## src/rtl/core/lis_pkg.sv

```systemverilog
package lis_pkg;

  // Field widths of the channels.
  localparam int unsigned FuncW   = 2;
  localparam int unsigned NodeIdxW = 3;
  localparam int unsigned CoordW  = 32;
  localparam int unsigned ValW    = 48;
  localparam int unsigned StAddrW = 14;
  localparam int unsigned ElemW   = 6;
  localparam int unsigned CompW   = 2;
  localparam int unsigned CfgIdxW = 2;
  localparam int unsigned CfgDatW = 4;

  // Item function codes.
  localparam logic [FuncW-1:0] FN_LOAD_NODE = 2'd0;
  localparam logic [FuncW-1:0] FN_LOAD_VAL  = 2'd1;
  localparam logic [FuncW-1:0] FN_EVAL      = 2'd2;
  localparam logic [FuncW-1:0] FN_NONE      = 2'd3;

  // Configuration register indexes.
  localparam logic [CfgIdxW-1:0] CFG_NODES = 2'd0;
  localparam logic [CfgIdxW-1:0] CFG_COMPS = 2'd1;

  // Saturation bounds of a 48-bit signed value.
  localparam logic signed [ValW-1:0] VAL_POS = 48'sh7FFF_FFFF_FFFF;
  localparam logic signed [ValW-1:0] VAL_NEG = 48'sh8000_0000_0000;

  // Request and response of the shared multiplier.
  typedef struct packed {
    logic                   start;
    logic signed [ValW-1:0] a;
    logic signed [ValW-1:0] b;
    logic                   sh32;
  } mul_req_t;

  typedef struct packed {
    logic                   done;
    logic signed [ValW-1:0] res;
  } mul_rsp_t;

  typedef enum logic [1:0] {
    MS_IDLE,
    MS_PART,
    MS_RND,
    MS_SAT
  } mul_st_e;

  typedef enum logic [3:0] {
    S_IDLE,
    S_BASE1,
    S_BASE2,
    S_B_INIT,
    S_B_CHK,
    S_B_WP,
    S_B_WW,
    S_M_RD,
    S_M_T1,
    S_M_W1,
    S_M_W2,
    S_OUT
  } seq_st_e;

endpackage

```

## src/rtl/core/lis_mul.sv

```systemverilog
module lis_mul import lis_pkg::*; (
  input  logic     clk_i,
  input  logic     rst_ni,
  input  mul_req_t req_i,
  output mul_rsp_t rsp_o
);

  localparam int unsigned HalfW = ValW / 2;
  localparam int unsigned ProdW = 2 * ValW;
  localparam int unsigned RsW   = ProdW + 1 - 30;

  mul_st_e st_q, st_d;
  logic [1:0]          k_q, k_d;
  logic [ValW-1:0]     ua_q, ua_d, ub_q, ub_d;
  logic                neg_q, neg_d, sh32_q, sh32_d;
  logic [ProdW-1:0]    acc_q, acc_d;
  logic [RsW-1:0]      rs_q, rs_d;
  logic                done_q, done_d;
  logic signed [ValW-1:0] res_q, res_d;

  logic [HalfW-1:0]    a_half, b_half;
  logic [ValW-1:0]     pp;
  logic [6:0]          pp_sh;
  logic [ProdW:0]      rnd_sum;
  logic [ValW-1:0]     lim, mag;

  // Partial product of the current 24-bit halves, the rounding add and the saturation limit.
  always_comb begin
    a_half  = k_q[1] ? ua_q[ValW-1:HalfW] : ua_q[HalfW-1:0];
    b_half  = k_q[0] ? ub_q[ValW-1:HalfW] : ub_q[HalfW-1:0];
    pp      = a_half * b_half;
    pp_sh   = (k_q[1] ? 7'(HalfW) : 7'd0) + (k_q[0] ? 7'(HalfW) : 7'd0);
    rnd_sum = {1'b0, acc_q} + (sh32_q ? ((ProdW+1)'(1) << 31)
                                      : ((ProdW+1)'(1) << 29));
    lim     = neg_q ? VAL_NEG : VAL_POS;
    mag     = (rs_q > RsW'(lim)) ? lim : rs_q[ValW-1:0];
  end

  // Operation sequencing: load, four partial products, round, saturate.
  always_comb begin
    st_d   = st_q;
    k_d    = k_q;
    ua_d   = ua_q;
    ub_d   = ub_q;
    neg_d  = neg_q;
    sh32_d = sh32_q;
    acc_d  = acc_q;
    rs_d   = rs_q;
    done_d = 1'b0;
    res_d  = res_q;
    case (st_q)
      MS_IDLE: begin
        if (req_i.start) begin
          ua_d   = req_i.a[ValW-1] ? ValW'(-req_i.a) : ValW'(req_i.a);
          ub_d   = req_i.b[ValW-1] ? ValW'(-req_i.b) : ValW'(req_i.b);
          neg_d  = req_i.a[ValW-1] ^ req_i.b[ValW-1];
          sh32_d = req_i.sh32;
          acc_d  = '0;
          k_d    = 2'd0;
          st_d   = MS_PART;
        end
      end
      MS_PART: begin
        acc_d = acc_q + (ProdW'(pp) << pp_sh);
        k_d   = k_q + 2'd1;
        if (k_q == 2'd3) begin
          st_d = MS_RND;
        end
      end
      MS_RND: begin
        rs_d = sh32_q ? RsW'(rnd_sum >> 32) : RsW'(rnd_sum >> 30);
        st_d = MS_SAT;
      end
      MS_SAT: begin
        res_d  = neg_q ? -$signed(mag) : $signed(mag);
        done_d = 1'b1;
        st_d   = MS_IDLE;
      end
      default: st_d = MS_IDLE;
    endcase
  end

  always_ff @(posedge clk_i or negedge rst_ni) begin
    if (!rst_ni) begin
      st_q   <= MS_IDLE;
      done_q <= 1'b0;
    end else begin
      st_q   <= st_d;
      done_q <= done_d;
    end
  end

  always_ff @(posedge clk_i) begin
    k_q    <= k_d;
    ua_q   <= ua_d;
    ub_q   <= ub_d;
    neg_q  <= neg_d;
    sh32_q <= sh32_d;
    acc_q  <= acc_d;
    rs_q   <= rs_d;
    res_q  <= res_d;
  end

  assign rsp_o.done = done_q;
  assign rsp_o.res  = res_q;

endmodule

```

## config.mk

```make
export PLATFORM = sky130hd
export DESIGN_NAME = lis_mul
export DESIGN_NICKNAME = d
export VERILOG_FILES = /design/src/rtl/core/lis_pkg.sv /design/src/rtl/core/lis_mul.sv
export SDC_FILE = /design/constraint.sdc
export NUM_CORES = 2
export LEC_CHECK = 0
export ABC_AREA = 1
export BUFFER_PORTS_ARGS = -buffer_cell sky130_fd_sc_hd__buf_4
export CORE_UTILIZATION = 60
export CTS_BUF_LIST = sky130_fd_sc_hd__clkbuf_4
export DETAILED_ROUTE_END_ITERATION = 16
export PLACE_DENSITY_LB_ADDON = 0.15
export SLEW_MARGIN = 5
export SYNTH_ARGS = -nofsm -noshare
export SYNTH_HDL_FRONTEND = slang
export SYNTH_SLANG_ARGS = --single-unit
```

## constraint.sdc

```tcl
create_clock -name clk_i -period 15.79 [get_ports clk_i]
set_input_delay 3.9475 -clock clk_i [delete_from_list [all_inputs] [get_ports clk_i]]
set_output_delay 3.9475 -clock clk_i [all_outputs]
set_load 0.1 [all_outputs]
```

==> flow_summary.yaml <==
run_status:
  status: "complete, no violations"
routing:
  drc: 0
  drtIter0Drc: 5593
  ant_nets: 0
  drt-vias-per-instance: 5.95
  drt_wl_total_mm: 170
  num_vias: 44600
  first_pass_iters: 6
  drt-wirelength-per-cell_um: 22.7
setup_path:
  crit_type: "reg2reg"
  crit_path_max_fanout: 27
  reg2reg_depth: 43
  crit_required_ps: 16410
  critPathMaxStageDelay_ps: 780
  endpoint_kind: "register"
  regToRegStartpoint: "k_q[0]"
  crit_slowest_cell: "inv_1"
  reg2reg_slack_ps: 2620
  worstSetupStartpointType: "register"
  cp_data_arrival_time_ps: 13790
  worstReg2RegEnd: "acc_q[89]"
floorplanning:
  start_util_pct: 60.9
  io_pins: 149
  fp.coreArea_mm2: 0.0762
  die_w_um: 280
  row_count: 101
  dieArea_mm2: 0.0785
  die_h_um: 280
logic_synthesis:
  ys_seq_area_share_pct: 20.3
  avgSynthCellArea_um2: 7.40
  synth_top_area_share_pct: 20.8
  synthCells: 6274
  ys_warn_count: 0
  synth_largest_area_cell: "fa_1"
  async_flop_share_pct: 0.955
  ys_ff_latch: 314
  netlist_area_mm2: 0.0464
  synth_edf_count: 311
  yosys-top-cells-area: "fa_1 (21%), edfxtp_1 (20%), inv_1 (9.7%), nand2_1 (9.4%), ha_1 (8.8%)"
  synthFlopType: "edfxtp_1"
  syn_nets: 7185
  yosysUniqueCellTypes: 66
cts:
  clkTransAtPathRegs_ps: 70
  cts_buffers: 87
  cts_tree: "built"
  hold_buffers: 0
  ctsResizeCount: 0
  postCtsSetupRepairBufs: 0
  cts_max_level: 3
  insertion_delay_ps: 890
  clockBufferDepth: 3
  cts-root-buf: "clkbuf_4"
  cts_sinks: 314
final_layout:
  drive_gt1_share_pct: 8.03
  area_growth_pct: 7.25
  fin_nets: 7304
  final_common_cell: "inv_1"
  most-common-layout-cells: "inv_1 (1,196), nand2_1 (1,159), nor2_1 (853)"
timing:
  maxSlewViolCount: 0
  fin_setup_tns_ps: 0
  rsz0062_at_grt: "no"
  hold_viol: 0
  setup_viol: 0
  fmax_mhz: 75.9
  period_share_pct: 83.4
  fin_crit_ps: 13170
  max_slew_margin_pct: 15.9
  worst_pin_slew_ps: 1250
  skew_ps: 106
placement:
  port_buffers: 148
  place.gp.congestion: 1.12
  dp_hpwl_mm: 137
worst_hold_path:
  hold-path-cell-count: 3
  hold_end: "acc_q[0]"
  hold_class: "reg2reg"
  hold_start: "acc_q[0]"
global_route:
  grt_pass1_vias: 43100
  grt-ovfl-total: 0
  grtUsageTotal_pct: 43.8
  antenna_found_initial: 16
  grt_max_degree: 94
  grt_first_pass_wirelength_mm: 258
job:
  drv_cap: 0
-- worst max path at each step --
stage,startpoint,endpoint
2_1_floorplan,k_q[1],acc_q[85]
3_3_place_gp,k_q[0],acc_q[89]
3_5_place_dp,k_q[0],acc_q[89]
4_1_cts,k_q[0],acc_q[89]
5_1_grt,k_q[0],acc_q[89]
6_report,k_q[0],acc_q[89]
-- registers in the layout, summed over array words and instances (netlist names) --
| signal | cells |
|---|---|
| rs_q | 67 |
| acc_q | 96 |
| sh32_q | 1 |
| neg_q | 1 |
| k_q | 2 |
| ua_q | 48 |
| st_q | 2 |
| res_q | 48 |
| ub_q | 48 |
| done_q | 1 |
-- stage by stage --
step | cells | setup WS (ps) | utilization (%) | area, µm² | hold slack (ps)
after floorplan | 6274 | 6450 | - | 46400 | 580
after global placement | 7334 | 3000 | 63.8 | 48600 | 621
after detailed placement | 7334 | 3230 | 63.8 | 48600 | 630
after CTS | 7490 | 3260 | 65.3 | 49800 | 645
after global routing | 7493 | 2210 | 65.3 | 49800 | 705
final | 7497 | 2620 | 65.3 | 49800 | 643
-- routing by layer --
layer	up-vias	GRT usage [%]	routed length, µm
met1	20900	59.1	67200
met3	622	13.4	22600
met4	18	24.7	11200
met5	-	0	113
met2	2845	62.5	69100
li1	20200	-	-
-- kinds of logic after synthesis --
logic type      synth area share, %
simple gates                   23.1
buf+inv                        11.5
compound gates                 11.7
fa+ha+maj                      29.7
flops                          20.3
xor+xnor                       3.58
mux                           0.132
-- area by class of cell --
class / instances / area (µm²)
antenna: 7 / 17.5
clock buffer: 118 / 886
clock inverter: 38 / 303
fill: 6820 / 26400
inverter: 1221 / 4590
multi-input combinational: 4560 / 31700
sequential: 314 / 9410
tap: 1030 / 1290
timing repair buffer: 209 / 1570
-- critical path: cells and delay by family, from the launching register on --
kind,cells,cell delay (ps)
flip-flops,1,320
AND/OR/NAND/NOR,17,3810
AO/OA/AOI/OAI,8,2630
buffers and inverters,8,1790
adder cells (fa/ha/maj),9,3940
XOR/XNOR,1,450
-- cells in the mapped netlist (11+ instances only) --
library cell and n:
fa_1 483, buf_1 20, o211ai_1 15, a31oi_1 59
nand3_1 216, o21ai_1 47, nor2_2 15, inv_1 1199
edfxtp_1 311, or2_2 64, ha_1 328, nor3_2 14
o21ai_0 378, nor2_1 853, o21a_1 50, a21oi_1 373
xor2_1 124, nand4_1 64, nand2_2 33, nand2_1 1159
nor3_1 70, clkbuf_1 144, a21o_1 17, inv_2 12
nor4_1 32, xnor2_1 66, o21bai_1 11
Power is left out: the tool's default activity adds up to more than one toggle a clock period on the data nets, which glitch-free logic cannot reach.
